## src/mdd_pkg.sv

```systemverilog
// Shared types and constants for the Morse dibit decoder.
// Used by every module of the block but mdd_fifo; depends on nothing.
`default_nettype none

package mdd_pkg;

  localparam int TABLE_ENTRIES = 64;
  localparam int MAX_SYMBOLS   = 8;

  localparam int IDX_IN_W = 6;
  localparam int CODE_W   = 16;
  localparam int CHAR_W   = 8;
  localparam int BYTE_W   = 8;

  localparam int CMD_DEPTH = 2;
  localparam int RES_DEPTH = 4;

  localparam logic MODE_LOAD   = 1'b0;
  localparam logic MODE_DECODE = 1'b1;

  localparam logic [1:0] DIBIT_END   = 2'b00;
  localparam logic [1:0] DIBIT_DASH  = 2'b01;
  localparam logic [1:0] DIBIT_DOT   = 2'b10;
  localparam logic [1:0] DIBIT_SPACE = 2'b11;

  localparam logic [CHAR_W-1:0] SPACE_CHAR = 8'd32;

  typedef struct packed {
    logic                is_load;
    logic [IDX_IN_W-1:0] slot;
    logic [CODE_W-1:0]   code;
    logic [CHAR_W-1:0]   chr;
    logic                ent_valid;
    logic [BYTE_W-1:0]   data;
  } cmd_t;

  typedef struct packed {
    logic [CHAR_W-1:0] chr;
    logic              space;
    logic              last;
  } res_t;

  typedef struct packed {
    logic [CODE_W-1:0] code;
    logic [CHAR_W-1:0] chr;
  } entry_t;

endpackage

`default_nettype wire

```

## src/mdd_fifo.sv

```systemverilog
// Small synchronous first-in first-out queue with full and empty flags.
// Generic; used for the command queue and the result queue.
`default_nettype none

module mdd_fifo #(
  parameter int Width = 8,
  parameter int Depth = 2
) (
  input  wire logic             clk_i,
  input  wire logic             rst_ni,
  input  wire logic             push_i,
  input  wire logic [Width-1:0] data_i,
  output logic                  full_o,
  input  wire logic             pop_i,
  output logic      [Width-1:0] data_o,
  output logic                  empty_o
);

  localparam int PtrW = (Depth > 1) ? $clog2(Depth) : 1;
  localparam int CntW = $clog2(Depth + 1);

  logic [Width-1:0] mem_q [Depth];
  logic [PtrW-1:0]  wr_ptr_q, wr_ptr_d;
  logic [PtrW-1:0]  rd_ptr_q, rd_ptr_d;
  logic [CntW-1:0]  cnt_q, cnt_d;
  logic             do_push, do_pop;

  assign full_o  = (cnt_q == CntW'(Depth));
  assign empty_o = (cnt_q == '0);
  assign do_push = push_i && !full_o;
  assign do_pop  = pop_i && !empty_o;
  assign data_o  = mem_q[rd_ptr_q];

  always_comb begin
    wr_ptr_d = wr_ptr_q;
    rd_ptr_d = rd_ptr_q;
    cnt_d    = cnt_q;
    if (do_push) begin
      wr_ptr_d = (wr_ptr_q == PtrW'(Depth - 1)) ? '0 : wr_ptr_q + PtrW'(1);
    end
    if (do_pop) begin
      rd_ptr_d = (rd_ptr_q == PtrW'(Depth - 1)) ? '0 : rd_ptr_q + PtrW'(1);
    end
    if (do_push && !do_pop) begin
      cnt_d = cnt_q + CntW'(1);
    end else if (do_pop && !do_push) begin
      cnt_d = cnt_q - CntW'(1);
    end
  end

  always_ff @(posedge clk_i or negedge rst_ni) begin
    if (!rst_ni) begin
      wr_ptr_q <= '0;
      rd_ptr_q <= '0;
      cnt_q    <= '0;
    end else begin
      wr_ptr_q <= wr_ptr_d;
      rd_ptr_q <= rd_ptr_d;
      cnt_q    <= cnt_d;
    end
  end

  always_ff @(posedge clk_i) begin
    if (do_push) begin
      mem_q[wr_ptr_q] <= data_i;
    end
  end

endmodule

`default_nettype wire

```

## src/mdd_front.sv

```systemverilog
// Front end of the Morse dibit decoder: accepts input transactions, classifies
// them and queues commands for the back end. Depends on mdd_pkg and mdd_fifo.
`default_nettype none

module mdd_front #(
  parameter int TableEntries = mdd_pkg::TABLE_ENTRIES
) (
  input  wire logic                          clk_i,
  input  wire logic                          rst_ni,
  input  wire logic                          push_i,
  output logic                               full_o,
  input  wire logic                          mode_i,
  input  wire logic [mdd_pkg::IDX_IN_W-1:0]  entry_index_i,
  input  wire logic [mdd_pkg::CODE_W-1:0]    entry_code_i,
  input  wire logic [mdd_pkg::CHAR_W-1:0]    entry_char_i,
  input  wire logic                          entry_valid_i,
  input  wire logic [mdd_pkg::BYTE_W-1:0]    data_byte_i,
  input  wire logic                          cmd_pop_i,
  output mdd_pkg::cmd_t                      cmd_o,
  output logic                               cmd_empty_o
);

  mdd_pkg::cmd_t cmd_in;
  logic          keep;

  // A load aimed beyond the table is accepted but has no effect, so it is
  // dropped here and never reaches the back end.
  assign keep = (mode_i == mdd_pkg::MODE_DECODE) ||
                (32'(entry_index_i) < 32'(TableEntries));

  always_comb begin
    cmd_in.is_load   = (mode_i == mdd_pkg::MODE_LOAD);
    cmd_in.slot      = entry_index_i;
    cmd_in.code      = entry_code_i;
    cmd_in.chr       = entry_char_i;
    cmd_in.ent_valid = entry_valid_i;
    cmd_in.data      = data_byte_i;
  end

  mdd_fifo #(
    .Width($bits(mdd_pkg::cmd_t)),
    .Depth(mdd_pkg::CMD_DEPTH)
  ) u_cmd_fifo (
    .clk_i  (clk_i),
    .rst_ni (rst_ni),
    .push_i (push_i && keep),
    .data_i (cmd_in),
    .full_o (full_o),
    .pop_i  (cmd_pop_i),
    .data_o (cmd_o),
    .empty_o(cmd_empty_o)
  );

endmodule

`default_nettype wire

```

## src/mdd_back.sv

```systemverilog
// Back end of the Morse dibit decoder: owns the letter table, walks the dibits
// of each data byte and produces result transactions. Depends on mdd_pkg.
`default_nettype none

module mdd_back #(
  parameter int TableEntries = mdd_pkg::TABLE_ENTRIES,
  parameter int MaxSymbols   = mdd_pkg::MAX_SYMBOLS
) (
  input  wire logic           clk_i,
  input  wire logic           rst_ni,
  input  wire logic           cmd_empty_i,
  input  wire mdd_pkg::cmd_t  cmd_i,
  output logic                cmd_pop_o,
  input  wire logic           res_full_i,
  output logic                res_push_o,
  output mdd_pkg::res_t       res_o
);

  localparam int IdxW = (TableEntries > 1) ? $clog2(TableEntries) : 1;
  localparam int CntW = $clog2(MaxSymbols + 1);
  localparam int CW   = mdd_pkg::CODE_W;

  localparam logic [2:0] S_IDLE  = 3'd0;
  localparam logic [2:0] S_DIBIT = 3'd1;
  localparam logic [2:0] S_READ  = 3'd2;
  localparam logic [2:0] S_CMP   = 3'd3;
  localparam logic [2:0] S_FLUSH = 3'd4;

  logic [2:0]                  state_q, state_d;
  logic [mdd_pkg::BYTE_W-1:0]  byte_q, byte_d;
  logic [1:0]                  pos_q, pos_d;
  logic [CW-1:0]               accum_q, accum_d;
  logic [CntW-1:0]             cnt_q, cnt_d;
  logic                        ovf_q, ovf_d;
  logic [IdxW-1:0]             scan_q, scan_d;
  logic [TableEntries-1:0]     valid_q, valid_d;
  mdd_pkg::res_t               hold_q, hold_d;
  logic                        hold_vld_q, hold_vld_d;

  mdd_pkg::entry_t             mem_q [TableEntries];
  mdd_pkg::entry_t             rdata_q;
  mdd_pkg::entry_t             wdata;
  logic                        mem_we, mem_re;
  logic [IdxW-1:0]             waddr;

  logic [1:0]                  dibit;
  logic                        can_emit;
  logic                        emit_req;
  logic [mdd_pkg::CHAR_W-1:0]  emit_chr;
  logic                        emit_sp;
  logic                        hit;

  assign dibit    = byte_q[mdd_pkg::BYTE_W-1 -: 2];
  assign can_emit = !hold_vld_q || !res_full_i;
  assign waddr    = IdxW'(cmd_i.slot);
  assign wdata    = '{code: cmd_i.code, chr: cmd_i.chr};
  assign hit      = valid_q[scan_q] && (rdata_q.code == accum_q);

  always_comb begin
    state_d    = state_q;
    byte_d     = byte_q;
    pos_d      = pos_q;
    accum_d    = accum_q;
    cnt_d      = cnt_q;
    ovf_d      = ovf_q;
    scan_d     = scan_q;
    valid_d    = valid_q;
    hold_d     = hold_q;
    hold_vld_d = hold_vld_q;
    cmd_pop_o  = 1'b0;
    mem_we     = 1'b0;
    mem_re     = 1'b0;
    emit_req   = 1'b0;
    emit_chr   = mdd_pkg::SPACE_CHAR;
    emit_sp    = 1'b0;
    res_push_o = 1'b0;
    res_o      = '{chr: hold_q.chr, space: hold_q.space, last: 1'b0};

    unique case (state_q)
      S_IDLE: begin
        if (!cmd_empty_i) begin
          cmd_pop_o = 1'b1;
          if (cmd_i.is_load) begin
            mem_we         = 1'b1;
            valid_d[waddr] = cmd_i.ent_valid;
          end else begin
            byte_d  = cmd_i.data;
            pos_d   = 2'd0;
            state_d = S_DIBIT;
          end
        end
      end

      S_DIBIT: begin
        unique case (dibit)
          mdd_pkg::DIBIT_DOT, mdd_pkg::DIBIT_DASH: begin
            if (cnt_q == CntW'(MaxSymbols)) begin
              ovf_d = 1'b1;
            end else begin
              accum_d = {accum_q[CW-3:0], dibit};
              cnt_d   = cnt_q + CntW'(1);
            end
            byte_d  = byte_q << 2;
            pos_d   = pos_q + 2'd1;
            state_d = (pos_q == 2'd3) ? S_FLUSH : S_DIBIT;
          end
          mdd_pkg::DIBIT_SPACE: begin
            emit_req = 1'b1;
            emit_sp  = 1'b1;
            if (can_emit) begin
              byte_d  = byte_q << 2;
              pos_d   = pos_q + 2'd1;
              state_d = (pos_q == 2'd3) ? S_FLUSH : S_DIBIT;
            end
          end
          mdd_pkg::DIBIT_END: begin
            if (!ovf_q && (accum_q != '0)) begin
              scan_d  = '0;
              state_d = S_READ;
            end else begin
              accum_d = '0;
              cnt_d   = '0;
              ovf_d   = 1'b0;
              byte_d  = byte_q << 2;
              pos_d   = pos_q + 2'd1;
              state_d = (pos_q == 2'd3) ? S_FLUSH : S_DIBIT;
            end
          end
        endcase
      end

      S_READ: begin
        mem_re  = 1'b1;
        state_d = S_CMP;
      end

      S_CMP: begin
        if (hit) begin
          emit_req = 1'b1;
          emit_chr = rdata_q.chr;
        end
        if ((hit && can_emit) || (!hit && (scan_q == IdxW'(TableEntries - 1)))) begin
          accum_d = '0;
          cnt_d   = '0;
          ovf_d   = 1'b0;
          byte_d  = byte_q << 2;
          pos_d   = pos_q + 2'd1;
          state_d = (pos_q == 2'd3) ? S_FLUSH : S_DIBIT;
        end else if (!hit) begin
          scan_d  = scan_q + IdxW'(1);
          state_d = S_READ;
        end
      end

      S_FLUSH: begin
        if (!hold_vld_q) begin
          state_d = S_IDLE;
        end else if (!res_full_i) begin
          res_push_o = 1'b1;
          res_o.last = 1'b1;
          hold_vld_d = 1'b0;
          state_d    = S_IDLE;
        end
      end

      default: begin
        state_d = S_IDLE;
      end
    endcase

    // A new result first sends the one held before it, which then cannot be
    // the last of its byte.
    if (emit_req && can_emit) begin
      if (hold_vld_q) begin
        res_push_o = 1'b1;
      end
      hold_d     = '{chr: emit_chr, space: emit_sp, last: 1'b0};
      hold_vld_d = 1'b1;
    end
  end

  always_ff @(posedge clk_i or negedge rst_ni) begin
    if (!rst_ni) begin
      state_q    <= S_IDLE;
      pos_q      <= '0;
      accum_q    <= '0;
      cnt_q      <= '0;
      ovf_q      <= 1'b0;
      scan_q     <= '0;
      valid_q    <= '0;
      hold_vld_q <= 1'b0;
    end else begin
      state_q    <= state_d;
      pos_q      <= pos_d;
      accum_q    <= accum_d;
      cnt_q      <= cnt_d;
      ovf_q      <= ovf_d;
      scan_q     <= scan_d;
      valid_q    <= valid_d;
      hold_vld_q <= hold_vld_d;
    end
  end

  always_ff @(posedge clk_i) begin
    byte_q <= byte_d;
    hold_q <= hold_d;
  end

  always_ff @(posedge clk_i) begin
    if (mem_we) begin
      mem_q[waddr] <= wdata;
    end
  end

  always_ff @(posedge clk_i) begin
    if (mem_re) begin
      rdata_q <= mem_q[scan_q];
    end
  end

endmodule

`default_nettype wire

```

## src/morse_dibit_decoder.sv

```systemverilog
// Morse dibit decoder top level: front end, back end and result queue.
// Depends on mdd_pkg, mdd_fifo, mdd_front and mdd_back.
//
// The block takes transactions on a queue-style input (push/full) and hands
// out decoded characters on a queue-style output (empty/pop). A transaction
// with mode 0 writes one slot of the letter table; mode 1 decodes a data byte
// holding four 2-bit symbols, most significant pair first: 10 is a dot, 01 a
// dash, 00 ends a letter and 11 is a word space. A byte yields zero to four
// result transactions, the final one flagged by last. Each result enters the
// result queue as soon as the next result of its byte is found, and the final
// one once the whole byte has been walked. A table load is written from the
// idle state of the back end. A data byte is taken from the command queue in
// the idle state, walked symbol by symbol in the dibit state and its final
// result is released in the flush state, and every end of letter with a
// nonempty code that stayed within the symbol limit adds a search of the
// single-port table memory, a read state and a compare state per slot,
// stopping at the first match or after the last slot. A full result queue
// stalls the back end until a result is popped. A two-entry command queue lets
// the front accept transactions while the back end is busy, and a four-entry
// result queue decouples the output.
// Slot valid bits are flip-flops cleared by reset, so no clearing pass runs.
`default_nettype none

module morse_dibit_decoder #(
  parameter int TableEntries = mdd_pkg::TABLE_ENTRIES,
  parameter int MaxSymbols   = mdd_pkg::MAX_SYMBOLS
) (
  input  wire logic                          clk_i,
  input  wire logic                          rst_ni,
  input  wire logic                          push,
  output logic                               full,
  input  wire logic                          mode_i,
  input  wire logic [mdd_pkg::IDX_IN_W-1:0]  entry_index_i,
  input  wire logic [mdd_pkg::CODE_W-1:0]    entry_code_i,
  input  wire logic [mdd_pkg::CHAR_W-1:0]    entry_char_i,
  input  wire logic                          entry_valid_i,
  input  wire logic [mdd_pkg::BYTE_W-1:0]    data_byte_i,
  output logic                               empty,
  input  wire logic                          pop,
  output logic      [mdd_pkg::CHAR_W-1:0]    out_char_o,
  output logic                               is_space_o,
  output logic                               last_o
);

  mdd_pkg::cmd_t cmd;
  logic          cmd_empty;
  logic          cmd_pop;
  mdd_pkg::res_t res;
  logic          res_push;
  logic          res_full;
  mdd_pkg::res_t res_out;

  // Front end: accepts input transactions while its queue has room and queues
  // the ones that have any effect.
  mdd_front #(
    .TableEntries(TableEntries)
  ) u_front (
    .clk_i        (clk_i),
    .rst_ni       (rst_ni),
    .push_i       (push),
    .full_o       (full),
    .mode_i       (mode_i),
    .entry_index_i(entry_index_i),
    .entry_code_i (entry_code_i),
    .entry_char_i (entry_char_i),
    .entry_valid_i(entry_valid_i),
    .data_byte_i  (data_byte_i),
    .cmd_pop_i    (cmd_pop),
    .cmd_o        (cmd),
    .cmd_empty_o  (cmd_empty)
  );

  // Back end: table writes, symbol walking and table search.
  mdd_back #(
    .TableEntries(TableEntries),
    .MaxSymbols  (MaxSymbols)
  ) u_back (
    .clk_i      (clk_i),
    .rst_ni     (rst_ni),
    .cmd_empty_i(cmd_empty),
    .cmd_i      (cmd),
    .cmd_pop_o  (cmd_pop),
    .res_full_i (res_full),
    .res_push_o (res_push),
    .res_o      (res)
  );

  // Result queue in front of the output ports.
  mdd_fifo #(
    .Width($bits(mdd_pkg::res_t)),
    .Depth(mdd_pkg::RES_DEPTH)
  ) u_res_fifo (
    .clk_i  (clk_i),
    .rst_ni (rst_ni),
    .push_i (res_push),
    .data_i (res),
    .full_o (res_full),
    .pop_i  (pop),
    .data_o (res_out),
    .empty_o(empty)
  );

  assign out_char_o = res_out.chr;
  assign is_space_o = res_out.space;
  assign last_o     = res_out.last;

  // The back end only writes results when the queue has room, so none is lost.
  a_no_res_overrun: assert property (
    @(posedge clk_i) disable iff (!rst_ni) res_push |-> !res_full
  ) else $error("result written into a full queue");

  // The back end only takes commands that are really waiting.
  a_no_cmd_underrun: assert property (
    @(posedge clk_i) disable iff (!rst_ni) cmd_pop |-> !cmd_empty
  ) else $error("command taken from an empty queue");

endmodule

`default_nettype wire

```

## config.mk

```make
export PLATFORM = sky130hd
export DESIGN_NAME = morse_dibit_decoder
export DESIGN_NICKNAME = d
export VERILOG_FILES = /design/src/mdd_pkg.sv /design/src/mdd_fifo.sv /design/src/mdd_front.sv /design/src/mdd_back.sv /design/src/morse_dibit_decoder.sv
export SDC_FILE = /design/constraint.sdc
export NUM_CORES = 2
export LEC_CHECK = 0
export ABC_AREA = 1
export BUFFER_PORTS_ARGS = -buffer_cell sky130_fd_sc_hd__buf_2
export CAP_MARGIN = 0
export CORE_MARGIN = 4
export CORE_UTILIZATION = 35
export DETAILED_ROUTE_END_ITERATION = 7
export PLACE_DENSITY_LB_ADDON = 0.25
export SLEW_MARGIN = 15
export SYNTH_ARGS = -nofsm -noshare
export SYNTH_HDL_FRONTEND = slang
export SYNTH_SLANG_ARGS = --single-unit
```

## constraint.sdc

```tcl
create_clock -name clk_i -period 4.3 [get_ports clk_i]
set_clock_uncertainty 0.15 [all_clocks]
set_input_delay 0.86 -clock clk_i [delete_from_list [all_inputs] [get_ports clk_i]]
set_output_delay 0.86 -clock clk_i [all_outputs]
set_load 0.01 [all_outputs]
```

==> results.ini <==
[detailed_routing]
drc_errors = 0
wire_per_inst_um = 24.8
routed_wl_mm = 210
vias_per_cell = 5.46
firstDrtPassIters = 5
drtIter0Drc = 5056
ant_nets = 0
num_vias = 46158

[clocking]
cts_tree = built
cts_num_sinks = 1805
clk_pin_slew_ns = 0.06
clock_latency_ns = 0.83
h-tree-depth = 4
cts_root_buf = clkbuf_16
ctsResizeCount = 0
numCtsBuffers = 184
clockBufferDepth = 3
post-cts-setup-buffers = 0

[yosys]
synth_top_area_share = 0.710
ys_async_sr_fraction = 0.0598
ys_warn_count = 0
synth_cell_types = 48
synth_top_family_by_area = compound AO/OA/AOI/OAI gates
post_synth_fa_ha_maj_area_fraction = 0.00255
synthMuxAreaShare = 0.000715
synth_seq_cells = 1805
synthesis.area_sq_um = 71700
synth_xor_area_frac = 0.00269
ys_seq_area_frac = 0.748
synth_nets = 5636
synth_area_leaders = edfxtp_1 (71%), o21ai_0 (6.8%), nor2_1 (6.2%)
synth-edff-count = 1697
synth_compound_area_frac = 0.128
synth_flop_cell = edfxtp_1
avgSynthCellArea_sq_um = 12.9
synthSimpleGateAreaFrac = 0.0884
synth_top_cell_by_area = edfxtp_1
synth_cells = 5578

[grt]
grt_pass1_vias = 43943
overflow = 0
grt_use_total = 0.193
antenna_found_initial = 9
grt_first_pass_wirelength_mm = 305
grt_max_degree = 165

[hold_path]
hold_path_class = in2reg

[floorplanning]
die_h_um = 461
initial_core_util = 0.354
core_sq_um = 203000
die-area_sq_um = 212000
row_count = 165
dieWidth_um = 461
io_pins = 56

[sta]
fin_hold_ws_ns = 0.0766
setup-violations-final = 0
fin_tns_setup_ns = 0
hold_viol_final = 0
slew_headroom = 0.202
tightest_slew_ns = 1.18
fin_crit_ns = 3.66
fmax_mhz = 273
rsz0062_at_grt = false
drv_slew = 0
fin_crit_sh = 0.851

[final_layout]
register_area_sq_um = 53700
fillerInstances = 18895
multi_input_area_sq_um = 16400
drive_above_1_share = 0.113
nets = 5700
area_delta_synth_final_pct = 14.0

[placed_design]
port_buffers = 55
place_congestion = 0.861
hpwl_mm = 114

[power_and_ir_drop]
powerDensity_nw_per_um2 = 607
ir_worst_vdd_mv = 0.566
leakage_nw = 27.0

[setup_path]
cp_slowest_cell = o21ai_0
critPathLaunchType = flop
critPathTopFamily = compound AO/OA/AOI/OAI gates
path_max_fanout = 114
crit_buf_inv = 2
worstPathArrival_ns = 4.00
cp_slowest_stage_delay_ns = 0.92
path_cells = buf_12 > buf_12 > o21ai_0 > o22ai_1 > o21ai_1 > o22ai_1 > o21ai_0 > o22ai_1
worstPathRequired_ns = 4.64
critPathCaptureType = flop
path_class = reg2reg
path_common_cell = o22ai_1

[outcome]
status = finished, final reports clean

[run]
drv_cap = 0

## flip-flops by register name, summed over array words and instances (netlist names), 3 cells and up
register / count
u_back.res_o: 9
u_res_fifo.cnt_q: 3
u_back.byte_q: 8
u_back.rdata_q: 24
u_front.u_cmd_fifo.mem_q: 80
u_back.mem_q: 1536
u_res_fifo.mem_q: 40
u_back.valid_q: 64
u_back.cnt_q: 4
u_back.scan_q: 6
u_back.accum_q: 16
u_back.state_q: 3
## per-layer routing
layer	global-route usage	part of all wire
met5	0	0
met4	0.0584	0.028
met3	0.0333	0.071
met2	0.302	0.46
met1	0.276	0.44
## synth_stat cells, drive strengths merged (19+ instances only)
master and number:
o32ai 20, nand3 44, inv 103, o21ai 1055, o22ai 484, buf 141
nor2 1222, nand2 289, clkbuf 233, a21oi 58, edfxtp 1697, o21a 19
dfrtp 108
## per-stage QoR
step / area [sq um] / total power, W / cells / setup slack [ns] / util
after floorplan: 71700 / 0.0300 / 5578 / 1.00 / -
after global placement: 76100 / 0.0345 / 8127 / 0.608 / 0.375
after detailed placement: 76100 / 0.0347 / 8127 / 0.669 / 0.375
after CTS: 81800 / 0.0499 / 8459 / 0.660 / 0.403
after global routing: 81800 / 0.0518 / 8459 / 0.359 / 0.403
final: 81800 / 0.0496 / 8460 / 0.640 / 0.403
## area by class of cell
| cell class | instances | share of cell area |
|---|---|---|
| Sequential cell | 1805 | 0.656 |
| Multi-Input combinational cell | 3294 | 0.200 |
| Clock buffer | 244 | 0.0613 |
| Tap cell | 2672 | 0.0409 |
| Timing Repair Buffer | 252 | 0.0278 |
| Clock inverter | 87 | 0.00853 |
| Inverter | 105 | 0.00528 |
| Antenna cell | 1 | 0.0000306 |
## layout by cell type (no fill, tap or decap), drive strengths merged, types with 13 or more instances in the layout
master,n
edfxtp,1697
nor2,1222
o21ai,1055
o22ai,484
nand2,289
buf,251
clkbuf,244
inv,110
dfrtp,108
clkinv,74
a21oi,58
nand3,44
o32ai,20
o21a,19
nor3,14
ha,13
## cell families (layout without fill, tap and decap cells)
kind of cell	after synthesis	after routing
DFF	1805	1805
AOI/OAI and AO/OA	1655	1655
and+or+nand+nor	1598	1598
buffers and inverters	479	688
xor gates and xnor gates	22	22
adders and majority gates	14	14
muxes	5	5
other	0	1
## repair_timing
| item | CTS | global route |
|---|---|---|
| hold buffers | 1 | 0 |
| setup endpoints to repair | 0 | 0 |
| hold endpoints to repair | 54 | 0 |
## worst paths after layout
| path | startpoint | to | slack [ns] | cells past startpoint |
|---|---|---|---|---|
| max in group asynchronous | rst_ni | u_back.valid_q[12] | 2.58 | 3 |
| min in group asynchronous | rst_ni | u_res_fifo.rd_ptr_q[0] | 0.58 | 2 |
| max | u_back.scan_q[0] | u_back.rdata_q[14] | 0.64 | 8 |
| min | data_byte_i[6] | u_front.u_cmd_fifo.mem_q[0][6] | 0.08 | 1 |
| max reg2reg | u_back.scan_q[0] | u_back.rdata_q[14] | 0.64 | 8 |
| min reg2reg | u_back.hold_vld_q | u_back.hold_vld_q | 0.33 | 2 |
## power breakdown
part | leakage (nW) | internal [W] | switching, W
logic | 7.46 | 0.00261 | 0.00869
clock network | 2.78 | 0.00861 | 0.00671
registers | 16.8 | 0.0225 | 0.000495
total | 27.0 | 0.0337 | 0.0159
Power figures use the tool's default switching activity.
